$ cat src/crcfpr_pkg.sv
`default_nettype none
package crcfpr_pkg;

    // Sync pattern
    localparam logic [7:0] SYNC_FIRST  = 8'hA5;
    localparam logic [7:0] SYNC_SECOND = 8'h5A;

    // CRC-16/CCITT-FALSE
    localparam logic [15:0] CRC_POLY = 16'h1021;
    localparam logic [15:0] CRC_INIT = 16'hFFFF;

    // Reset value of the payload limit register
    localparam logic [7:0] MAX_PAYLOAD_RESET = 8'd89;

    // Byte positions within a frame
    localparam int unsigned POS_W = 9;
    localparam logic [POS_W-1:0] POS_HUNT  = 9'd0;
    localparam logic [POS_W-1:0] POS_SYNC2 = 9'd1;
    localparam logic [POS_W-1:0] POS_LEN   = 9'd2;
    localparam logic [POS_W-1:0] POS_CMD   = 9'd3;
    localparam logic [POS_W-1:0] POS_SEQ   = 9'd4;
    localparam logic [POS_W-1:0] POS_BODY  = 9'd5;

    typedef enum logic [1:0] {
        KIND_PAYLOAD  = 2'd0,
        KIND_GOOD     = 2'd1,
        KIND_BAD_CRC  = 2'd2,
        KIND_TOO_LONG = 2'd3
    } t_kind;

    typedef struct packed {
        logic        valid;
        t_kind       kind;
        logic [7:0]  payload_byte;
        logic [7:0]  payload_index;
        logic [7:0]  frame_command;
        logic [7:0]  frame_sequence;
        logic [7:0]  frame_len;
        logic [15:0] received_check;
        logic [15:0] computed_check;
    } t_result;

endpackage
`default_nettype wire

$ cat src/crcfpr_if.sv
`default_nettype none
// Received byte channel
interface crcfpr_rx_if;
    logic       valid;
    logic       ready;
    logic [7:0] rx_byte;

    modport source (output valid, output rx_byte, input ready);
    modport sink (input valid, input rx_byte, output ready);
endinterface

// Result item channel
interface crcfpr_res_if;
    logic        valid;
    logic        ready;
    logic [1:0]  kind;
    logic [7:0]  payload_byte;
    logic [7:0]  payload_index;
    logic [7:0]  frame_command;
    logic [7:0]  frame_sequence;
    logic [7:0]  frame_len;
    logic [15:0] received_check;
    logic [15:0] computed_check;

    modport source (
        output valid, output kind, output payload_byte, output payload_index,
        output frame_command, output frame_sequence, output frame_len,
        output received_check, output computed_check, input ready
    );
    modport sink (
        input valid, input kind, input payload_byte, input payload_index,
        input frame_command, input frame_sequence, input frame_len,
        input received_check, input computed_check, output ready
    );
endinterface
`default_nettype wire

$ cat src/crcfpr_crc16.sv
`default_nettype none
module crcfpr_crc16 (
    input  wire logic [15:0] i_crc,
    input  wire logic [7:0]  i_byte,
    output logic      [15:0] o_crc
);
    import crcfpr_pkg::*;

    // Fold one byte in, MSB first, one shift per bit
    always_comb begin
        logic [15:0] v_crc;
        v_crc = i_crc ^ {i_byte, 8'h00};
        for (int i = 0; i < 8; i++) begin
            if (v_crc[15]) begin
                v_crc = {v_crc[14:0], 1'b0} ^ CRC_POLY;
            end else begin
                v_crc = {v_crc[14:0], 1'b0};
            end
        end
        o_crc = v_crc;
    end

endmodule
`default_nettype wire

$ cat src/crcfpr_parser.sv
`default_nettype none
module crcfpr_parser (
    input  wire logic                i_clk,
    input  wire logic                i_rst_n,
    input  wire logic                i_step,
    input  wire logic [7:0]          i_byte,
    input  wire logic [7:0]          i_max_payload,
    output crcfpr_pkg::t_result      o_res
);
    import crcfpr_pkg::*;

    logic [POS_W-1:0] r_pos, n_pos;
    logic [15:0]      r_crc, n_crc;
    logic [7:0]       r_len, n_len;
    logic [7:0]       r_cmd, n_cmd;
    logic [7:0]       r_seq, n_seq;
    logic [7:0]       r_crc_lo, n_crc_lo;

    logic [POS_W-1:0] w_crc_lo_pos;
    logic [POS_W-1:0] w_crc_hi_pos;
    logic             w_in_body;
    logic             w_in_payload;
    logic             w_at_crc_lo;
    logic             w_at_crc_hi;
    logic             w_hunt;
    logic [15:0]      w_crc_base;
    logic [15:0]      w_crc_fed;
    logic [15:0]      w_rx_check;

    // Decode where the incoming byte falls in the frame
    assign w_crc_lo_pos = POS_BODY + {1'b0, r_len};
    assign w_crc_hi_pos = w_crc_lo_pos + 9'd1;
    assign w_in_body    = (r_pos >= POS_BODY);
    assign w_in_payload = w_in_body && (r_pos < w_crc_lo_pos);
    assign w_at_crc_lo  = w_in_body && (r_pos == w_crc_lo_pos);
    assign w_at_crc_hi  = w_in_body && (r_pos == w_crc_hi_pos);
    assign w_hunt       = (r_pos == POS_HUNT) ||
                          (w_in_body && !w_in_payload && !w_at_crc_lo && !w_at_crc_hi);
    assign w_rx_check   = {i_byte, r_crc_lo};

    // A sync byte restarts the CRC from its initial value
    assign w_crc_base = w_hunt ? CRC_INIT : r_crc;

    crcfpr_crc16 u_crc16 (
        .i_crc  (w_crc_base),
        .i_byte (i_byte),
        .o_crc  (w_crc_fed)
    );

    // Next state and the result caused by this byte
    always_comb begin
        n_pos    = r_pos;
        n_crc    = r_crc;
        n_len    = r_len;
        n_cmd    = r_cmd;
        n_seq    = r_seq;
        n_crc_lo = r_crc_lo;

        o_res                = '0;
        o_res.kind           = KIND_PAYLOAD;

        if (r_pos == POS_SYNC2) begin
            if (i_byte == SYNC_SECOND) begin
                n_crc = w_crc_fed;
                n_pos = POS_LEN;
            end else begin
                n_pos = POS_HUNT;
            end
        end else if (r_pos == POS_LEN) begin
            n_len = i_byte;
            n_crc = w_crc_fed;
            n_pos = POS_CMD;
        end else if (r_pos == POS_CMD) begin
            n_cmd = i_byte;
            n_crc = w_crc_fed;
            n_pos = POS_SEQ;
        end else if (r_pos == POS_SEQ) begin
            n_seq = i_byte;
            n_crc = w_crc_fed;
            if (r_len > i_max_payload) begin
                n_pos       = POS_HUNT;
                o_res.valid = 1'b1;
                o_res.kind  = KIND_TOO_LONG;
            end else begin
                n_pos = POS_BODY;
            end
        end else if (w_in_payload) begin
            n_crc               = w_crc_fed;
            n_pos               = r_pos + 9'd1;
            o_res.valid         = 1'b1;
            o_res.kind          = KIND_PAYLOAD;
            o_res.payload_byte  = i_byte;
            o_res.payload_index = 8'(r_pos - POS_BODY);
        end else if (w_at_crc_lo) begin
            n_crc_lo = i_byte;
            n_pos    = r_pos + 9'd1;
        end else if (w_at_crc_hi) begin
            n_pos                = POS_HUNT;
            o_res.valid          = 1'b1;
            o_res.kind           = (w_rx_check == r_crc) ? KIND_GOOD : KIND_BAD_CRC;
            o_res.received_check = w_rx_check;
            o_res.computed_check = r_crc;
        end else begin
            // Hunt: only the first sync byte leaves this position
            n_pos = POS_HUNT;
            if (i_byte == SYNC_FIRST) begin
                n_crc = w_crc_fed;
                n_pos = POS_SYNC2;
            end
        end

        o_res.frame_command  = n_cmd;
        o_res.frame_sequence = n_seq;
        o_res.frame_len      = n_len;
    end

    // Hold frame state, advance on each stepped item
    always_ff @(posedge i_clk) begin
        if (!i_rst_n) begin
            r_pos    <= POS_HUNT;
            r_crc    <= CRC_INIT;
            r_len    <= '0;
            r_cmd    <= '0;
            r_seq    <= '0;
            r_crc_lo <= '0;
        end else if (i_step) begin
            r_pos    <= n_pos;
            r_crc    <= n_crc;
            r_len    <= n_len;
            r_cmd    <= n_cmd;
            r_seq    <= n_seq;
            r_crc_lo <= n_crc_lo;
        end
    end

    // Payload items only come from the body of a frame
    a_payload_in_body: assert property (@(posedge i_clk) disable iff (!i_rst_n)
        (o_res.valid && o_res.kind == KIND_PAYLOAD) |-> (r_pos >= POS_BODY))
        else $error("payload item outside frame body");

    // Any verdict sends the receiver back to hunting
    a_verdict_hunts: assert property (@(posedge i_clk) disable iff (!i_rst_n)
        (i_step && o_res.valid && o_res.kind != KIND_PAYLOAD) |=> (r_pos == POS_HUNT))
        else $error("verdict did not restart the hunt");

    // Position never runs past the high CRC byte of the current frame
    a_pos_bound: assert property (@(posedge i_clk) disable iff (!i_rst_n)
        r_pos <= w_crc_hi_pos)
        else $error("byte position beyond frame end");

    // Reset always lands in the hunt
    a_reset_hunt: assert property (@(posedge i_clk)
        !i_rst_n |=> (r_pos == POS_HUNT && r_crc == CRC_INIT))
        else $error("reset did not clear frame state");

endmodule
`default_nettype wire

$ cat src/crc_framed_packet_receiver.sv
// Framed packet receiver. Takes one received byte per item on i_rx, hunts for
// the sync pair A5 5A, then reads length, command and sequence, the payload and
// a little-endian CRC-16/CCITT-FALSE over everything from the sync byte on.
// Each payload byte comes out as a kind 0 item as it arrives; the last CRC byte
// yields kind 1 (good) or kind 2 (CRC mismatch), and a length above max_payload
// yields kind 3 right after the header and restarts the hunt. Other bytes give
// no item. Throughput is one byte per clock unless a low o_res.ready holds the
// full result register; an item passes the input register and then the result
// register. The clock period is set by the byte-wide CRC update and the position
// compare in the parser stage. Write max_payload (reset 89) only while idle.
`default_nettype none
module crc_framed_packet_receiver (
    input  wire logic       i_clk,
    input  wire logic       i_rst_n,
    input  wire logic       i_cfg_we,
    input  wire logic [7:0] i_cfg_wdata,
    crcfpr_rx_if.sink       i_rx,
    crcfpr_res_if.source    o_res
);
    import crcfpr_pkg::*;

    logic [7:0]  r_max_payload_val;
    logic        r_in_valid;
    logic [7:0]  r_in_byte;
    logic        r_out_valid;
    t_result     r_out;
    t_result     w_res;
    logic        w_out_free;
    logic        w_step;

    // Payload limit register
    always_ff @(posedge i_clk) begin
        if (!i_rst_n) begin
            r_max_payload_val <= MAX_PAYLOAD_RESET;
        end else if (i_cfg_we) begin
            r_max_payload_val <= i_cfg_wdata;
        end
    end

    // Step the parser when the result register can take what it makes
    assign w_out_free = !r_out_valid || o_res.ready;
    assign w_step     = r_in_valid && w_out_free;
    assign i_rx.ready = !r_in_valid || w_step;

    // Input register
    always_ff @(posedge i_clk) begin
        if (!i_rst_n) begin
            r_in_valid <= 1'b0;
        end else if (i_rx.ready) begin
            r_in_valid <= i_rx.valid;
        end
    end

    always_ff @(posedge i_clk) begin
        if (i_rx.valid && i_rx.ready) begin
            r_in_byte <= i_rx.rx_byte;
        end
    end

    crcfpr_parser u_parser (
        .i_clk         (i_clk),
        .i_rst_n       (i_rst_n),
        .i_step        (w_step),
        .i_byte        (r_in_byte),
        .i_max_payload (r_max_payload_val),
        .o_res         (w_res)
    );

    // Result register: load a new item, drop it once taken
    always_ff @(posedge i_clk) begin
        if (!i_rst_n) begin
            r_out_valid <= 1'b0;
        end else if (w_step && w_res.valid) begin
            r_out_valid <= 1'b1;
        end else if (o_res.ready) begin
            r_out_valid <= 1'b0;
        end
    end

    always_ff @(posedge i_clk) begin
        if (w_step && w_res.valid) begin
            r_out <= w_res;
        end
    end

    assign o_res.valid          = r_out_valid;
    assign o_res.kind           = r_out.kind;
    assign o_res.payload_byte   = r_out.payload_byte;
    assign o_res.payload_index  = r_out.payload_index;
    assign o_res.frame_command  = r_out.frame_command;
    assign o_res.frame_sequence = r_out.frame_sequence;
    assign o_res.frame_len      = r_out.frame_len;
    assign o_res.received_check = r_out.received_check;
    assign o_res.computed_check = r_out.computed_check;

endmodule
`default_nettype wire
$ cat src/flat_wrapper.sv
// flat-port wrapper written by rule: the top's interface ports become plain ports
module crc_framed_packet_receiver_flat import crcfpr_pkg::*;
  (i_clk, i_rst_n, i_cfg_we, i_cfg_wdata, i_rx_valid, i_rx_rx_byte, i_rx_ready, o_res_valid, o_res_kind, o_res_payload_byte, o_res_payload_index, o_res_frame_command, o_res_frame_sequence, o_res_frame_len, o_res_received_check, o_res_computed_check, o_res_ready);
  crcfpr_rx_if i_rx_i ();
  crcfpr_res_if o_res_i ();
  input  wire logic i_clk;
  input  wire logic i_rst_n;
  input  wire logic i_cfg_we;
  input  wire logic [7:0] i_cfg_wdata;
  input wire logic [$bits(i_rx_i.valid)-1:0] i_rx_valid;
  input wire logic [$bits(i_rx_i.rx_byte)-1:0] i_rx_rx_byte;
  output wire logic [$bits(i_rx_i.ready)-1:0] i_rx_ready;
  output wire logic [$bits(o_res_i.valid)-1:0] o_res_valid;
  output wire logic [$bits(o_res_i.kind)-1:0] o_res_kind;
  output wire logic [$bits(o_res_i.payload_byte)-1:0] o_res_payload_byte;
  output wire logic [$bits(o_res_i.payload_index)-1:0] o_res_payload_index;
  output wire logic [$bits(o_res_i.frame_command)-1:0] o_res_frame_command;
  output wire logic [$bits(o_res_i.frame_sequence)-1:0] o_res_frame_sequence;
  output wire logic [$bits(o_res_i.frame_len)-1:0] o_res_frame_len;
  output wire logic [$bits(o_res_i.received_check)-1:0] o_res_received_check;
  output wire logic [$bits(o_res_i.computed_check)-1:0] o_res_computed_check;
  input wire logic [$bits(o_res_i.ready)-1:0] o_res_ready;
  assign i_rx_i.valid = i_rx_valid;
  assign i_rx_i.rx_byte = i_rx_rx_byte;
  assign i_rx_ready = i_rx_i.ready;
  assign o_res_valid = o_res_i.valid;
  assign o_res_kind = o_res_i.kind;
  assign o_res_payload_byte = o_res_i.payload_byte;
  assign o_res_payload_index = o_res_i.payload_index;
  assign o_res_frame_command = o_res_i.frame_command;
  assign o_res_frame_sequence = o_res_i.frame_sequence;
  assign o_res_frame_len = o_res_i.frame_len;
  assign o_res_received_check = o_res_i.received_check;
  assign o_res_computed_check = o_res_i.computed_check;
  assign o_res_i.ready = o_res_ready;
  crc_framed_packet_receiver u_core (.i_clk(i_clk), .i_rst_n(i_rst_n), .i_cfg_we(i_cfg_we), .i_cfg_wdata(i_cfg_wdata), .i_rx(i_rx_i), .o_res(o_res_i));
endmodule
$ cat config.mk
export PLATFORM = sky130hd
export DESIGN_NAME = crc_framed_packet_receiver_flat
export DESIGN_NICKNAME = d
export VERILOG_FILES = /design/src/crcfpr_pkg.sv /design/src/crcfpr_if.sv /design/src/crcfpr_crc16.sv /design/src/crcfpr_parser.sv /design/src/crc_framed_packet_receiver.sv /design/src/flat_wrapper.sv
export SDC_FILE = /design/constraint.sdc
export NUM_CORES = 1
export LEC_CHECK = 0
export ABC_AREA = 1
export BUFFER_PORTS_ARGS = -buffer_cell sky130_fd_sc_hd__buf_2
export CORE_MARGIN = 2
export CORE_UTILIZATION = 45
export DETAILED_ROUTE_END_ITERATION = 6
export HOLD_SLACK_MARGIN = 0.05
export SYNTH_ARGS = -nofsm -noshare
export SYNTH_HDL_FRONTEND = slang
export SYNTH_HIERARCHICAL = 1
export SYNTH_SLANG_ARGS = --single-unit
$ cat constraint.sdc
create_clock -name i_clk -period 6.4 [get_ports i_clk]
set_input_delay 1.6 -clock i_clk [delete_from_list [all_inputs] [get_ports i_clk]]
set_output_delay 1.6 -clock i_clk [all_outputs]
set_load 0.05 [all_outputs]
# == After elaboration in Yosys (flattened, before gate mapping) ==
# Index checks and enable logic that the tools add are counted.
# word_totals
regBits,149
out_inout_bits,76
word_cells,127
# op_classes
addsub,4
magnitude_cmp,3
n_eq_ne,12
n_mux,50
bitwise_logic,15
reduce_logical,25
# op_table
cell,count
16-bit 2-to-1 mux,12
13-bit 2-to-1 mux,8
8-bit 2-to-1 mux,9
19-bit 2-to-1 mux,3
9-bit 2-to-1 mux,6
3-bit NOT,8
9-bit by 1-bit adder with 9-bit output (second input constant),2
9-bit by 2-bit equality test with 1-bit output (second input constant),2
9-bit equality test,2
3-bit 2-to-1 mux,6
16-bit equality test,1
16-bit XOR,1
6-bit by 2-bit inequality test with 1-bit output (second input constant),2
3-bit by 8-bit adder with 9-bit output (first input constant),1
9-bit by 1-bit equality test with 1-bit output (second input constant),1
9-bit by 3-bit equality test with 1-bit output (second input constant),1
9-bit by 3-bit greater-or-equal comparator with 1-bit output (second input constant),1
1-bit logical AND,9
9-bit logical NOT,1
9-bit < comparator,1
8-bit by 7-bit equality test with 1-bit output (second input constant),1
8-bit equality test (second input constant),1
8-bit greater-than comparator,1
8-bit by 3-bit subtractor with 8-bit output (second input constant),1
13 further kinds,28

# == Longest topological paths before layout ==
# logic_depth
depth_word,34
mapped_depth,29
mapped_depth_nobuf,27

# == Cells and area by module ==
# Netlist, hierarchy kept.
# modules_own_cells
mod,instances,cells_each,area_per_inst_um2
crcfpr_parser,1,731,4560.6
crc_framed_packet_receiver,1,134,2861.5
crcfpr_crc16,1,115,489.2

# == Worst setup path after synthesis ==
# Ideal clock, no wire load.
# synth_timing
path_type,register -> register
from,register u_core.u_parser.r_len[1]
to,"register u_core.r_out, in the netlist u_core/o_res.computed_check[0] (enable)"
setup_time_ps,492
arrival_ps,5069
required_ps,5907
setup_slack_ps,839
path_stages_with_launch,17
path_buffers,0
synth_period_minus_slack_ps,5561
cell_sequence,dfxtp_1 ha_1 inv_1 nand2_1 nand2_2 o21ai_1 nand2_2 ha_1 a21oi_1 o21ai_0 a21oi_1 o21ai_0 nor2_1 inv_1 a31oi_1 inv_1 nor3_2
# synth_lines
element,line_no,rtl
start: declaration,crcfpr_parser.sv:14,"logic [7:0] r_len, n_len;"
start signal: assignment,crcfpr_parser.sv:129,r_len <= n_len;
end signal: assignment,crc_framed_packet_receiver.sv:82,r_out <= w_res;
end: declaration,crc_framed_packet_receiver.sv:26,t_result r_out;

==> metrics.md <==
| Metric | Value |
|---|---|
| Critical Path, Cell by Cell | `ha_1 > inv_1 > nand2_1 > nand2_2 > o21ai_1 > nand2_2 > ha_1 > a21oi_1 > o21ai_0 > a21oi_1 > o21ai_0 > nor2_1 > inv_1 > a31oi_1 > inv_1 > nor3_4 > buf_12` |
| Core area | `17200 um2` |
| Slew @ Worst Pin | `1080 ps` |
| CTS sink cnt | `149` |
| Type of origin of the critical path | `flop` |
| Placed wire-length estimate | `14000 um` |
| Setup tns final | `0 ps` |
| CTS Buf Count | `17` |
| Max-slew violations | `0` |
| Switching portion of total power | `30.0%` |
| Worst path required time | `6500 ps` |
| Antenna-violating nets left | `0` |
| Async SR Flop Fraction | `0%` |
| Footprint of the multi-input gates | `3390 um2` |
| Input/output buffers | `96` |
| Final setup fails | `0` |
| Share of layout cells above drive strength 1 | `17.9%` |
| Row count | `48` |
| Via-per-instance ratio | `5.12` |
| H-tree Lvls | `4` |
| Clock-pin slew on the worst setup and hold paths | `60 ps` |
| Fmax | `239 MHz` |
| Netlist cell types | `43` |
| Critical path's most frequent cell | `inv_1` |
| Drt first pass iters | `5` |
| Fin. Hold Viols | `0` |
| Total GRT Usage | `22.3%` |
| Die W | `137 um` |
| Nets | `1112` |
| CTS tree | `done` |
| Final Util | `52.8%` |
| Cells after Synth | `980` |
| ANT cells | `0` |
| Status | `finished, final reports clean` |
| Number of global-route vias before repair | `6162` |
| Final period util | `65.5%` |
| #FFs+latches synth | `149` |
| Routed via count | `6679` |
| DP Cell Count | `1273` |
| GPL Wtd Cong | `0.910` |
| Final setup margin | `2210 ps` |
| Initial antenna violation count | `0` |
| Mapped Avg Cell Area | `8.07 um2` |
| Critical Path Sink Type | `flop` |
| RSZ-0062 raised after global routing | `false` |
| Initial DRC Count | `507` |
| Routed len/inst | `15.1 um` |
| Largest net degree at the start of global routing | `58` |
| Max incr delay on CP | `840 ps` |
| Ys flop type | `edfxtp_1` |
| Final Critical Period | `4190 ps` |
| Crit path max-delay cell type | `nor3_4` |
| Cell Area, Synth | `7910 um2` |
| Clock Path Buffers | `2` |
| Area growth, synth to finish | `15.0%` |
| Final Power | `2.44 mW` |
| Placed Area | `8550 um2` |
| Clock share of power | `38.8%` |
| Lkg Pwr | `4.42 nW` |
| Register share of total power | `44.8%` |
| Register area | `3800 um2` |
| Critical Path Fanout Max | `57` |
| Final cell count without fillers | `1305` |
| Max-cap violations | `0` |
| Effective utilization at floorplan | `45.9%` |
| Residual DRC | `0` |
| Pwr per Cell Area | `268 nW/um2` |
| Clk_skew | `15.4 ps` |
| Post_cts resized | `0` |
| Pre-CTS setup slack | `2210 ps` |
| I/O pins | `97` |
| WS Path Type | `reg2reg` |
| Syn_nets | `1025` |
| Cell Int Power | `1.71 mW` |
| DRT Wirelength | `19800 um` |
| VDD IR max | `198 uV` |
| Seq/Total Area, Yosys | `48.1%` |
| Hold buffers post-CTS | `0` |
| Clk_lat worst skew | `430 ps` |
| Chip height | `137 um` |
| Post-CTS setup buffers | `0` |
| Hold Slack | `463 ps` |
| Congestion Overflow GR | `0` |
| Final Instance Area | `9100 um2` |
| EDFF count, synth | `82` |
| Full die area | `18700 um2` |
| Warnings, synthesis | `6` |
| Clk root buf | `clkbuf_16` |
| Switching Power | `0.732 mW` |
| First-pass GRT wire length | `31900 um` |
| Max-slew headroom | `27.9%` |
| Worst min path class | `reg2reg` |
| Power share of the combinational group | `16.4%` |
| Worst Path Arrival | `4290 ps` |
| Fillers | `1689` |
==> placed cells by master, fill, tap and decap left out, drive strengths merged, types with 2 or more instances in the layout <==
cell	instances
nand2	249
inv	144
buf	102
nor2	98
edfxtp	82
o21ai	79
nand3	78
dfxtp	67
a21oi	42
nor3	32
ha	24
clkbuf	18
xor2	15
nand4	12
nor3b	7
nor4	6
clkinv	6
xnor2	5
clkinvlp	3
o31ai	2
nand3b	2
==> synth_stat cells (2+ instances only) <==
cell type | count | area share (%)
nand2_1 | 212 | 10
inv_1 | 128 | 6.1
nor2_1 | 91 | 4.3
edfxtp_1 | 82 | 31
nand3_1 | 76 | 4.8
o21ai_0 | 68 | 4.3
dfxtp_1 | 67 | 17
a21oi_1 | 42 | 2.7
nand2_2 | 33 | 2.6
nor3_1 | 31 | 2.0
ha_1 | 24 | 3.8
clkbuf_1 | 21 | 1.0
xor2_1 | 15 | 1.7
inv_2 | 10 | 0.47
nand4_1 | 10 | 0.79
o21ai_1 | 10 | 0.63
nor3b_1 | 6 | 0.57
nor4_1 | 6 | 0.47
buf_2 | 5 | 0.32
xnor2_1 | 5 | 0.55
buf_6 | 4 | 0.57
nor2_2 | 4 | 0.32
buf_4 | 3 | 0.28
nand2_4 | 3 | 0.43
nor2_4 | 3 | 0.43
nand3b_1 | 2 | 0.19
nand4_2 | 2 | 0.32
o31ai_1 | 2 | 0.19
==> cells by family (layout without fill, tap and decap cells) <==
| kind of cell | count (synthesis) | count (layout) | share of synthesized area (%) |
|---|---|---|---|
| DFF | 149 | 149 | 48.1 |
| and+or+nand+nor | 486 | 486 | 28.3 |
| adders and majority gates | 24 | 24 | 3.80 |
| AOI/OAI and AO/OA | 126 | 126 | 8.16 |
| buffers and inverters | 174 | 274 | 9.16 |
| xor gates and xnor gates | 21 | 21 | 2.50 |
==> registers in the layout, summed over array words and instances (netlist names), 9 cells and up <==
| register | flops |
|---|---|
| u_core/o_res.computed_check | 16 |
| u_core/o_res.received_check | 16 |
| u_core/u_parser/r_crc | 16 |
| u_core/u_parser/r_pos | 9 |
==> area by class of cell <==
cell class                      instances  share of cell area, %
Multi-Input combinational cell        657                   37.2
Tap cell                              225                   3.09
Inverter                              140                   5.86
Timing Repair Buffer                  102                   5.91
Sequential cell                       149                   41.8
Clock inverter                         14                   1.37
Clock buffer                           18                   4.72
==> critical path: cells and delay by family (launching register included) <==
family                   cells  cell delay (ps)
AO/OA/AOI/OAI                6              850
adder cells (fa/ha/maj)      2              540
buffers and inverters        4              650
flip-flops                   1              420
AND/OR/NAND/NOR              5             1350
==> layer usage <==
metal  vias to the layer above  track usage, %  wire, um
met5                         -               0         0
met1                      3087            32.8      9790
met3                        21            3.63      1200
met4                         0            8.68       291
met2                       203            32.8      8490
li1                       3368               -         -
==> power by group through the flow <==
stage          sequential (mW)  clock [mW]  combinational, mW
6_report                  1.09       0.947              0.401
5_1_grt                   1.10        1.01              0.449
4_1_cts                   1.09       0.957              0.401
3_5_place_dp              1.11           0              0.399
3_3_place_gp              1.11           0              0.396
2_1_floorplan             1.15           0              0.265
==> final timing paths <==
kind / start / end / slack, ps / cells past startpoint
setup / recovery: u_core/u_parser/r_len[1]$_SDFFE_PN0P_ / u_core/o_res.received_check[5]$_DFFE_PP_ / 2210 / 17
hold / removal: u_core/r_max_payload_val[4]$_SDFFE_PN1P_ / u_core/r_max_payload_val[4]$_SDFFE_PN1P_ / 460 / 2
setup reg to reg: u_core/u_parser/r_len[1]$_SDFFE_PN0P_ / u_core/o_res.received_check[5]$_DFFE_PP_ / 2210 / 17
hold reg to reg: u_core/r_max_payload_val[4]$_SDFFE_PN1P_ / u_core/r_max_payload_val[4]$_SDFFE_PN1P_ / 460 / 2
No activity file was read; power rests on OpenSTA's default activity.
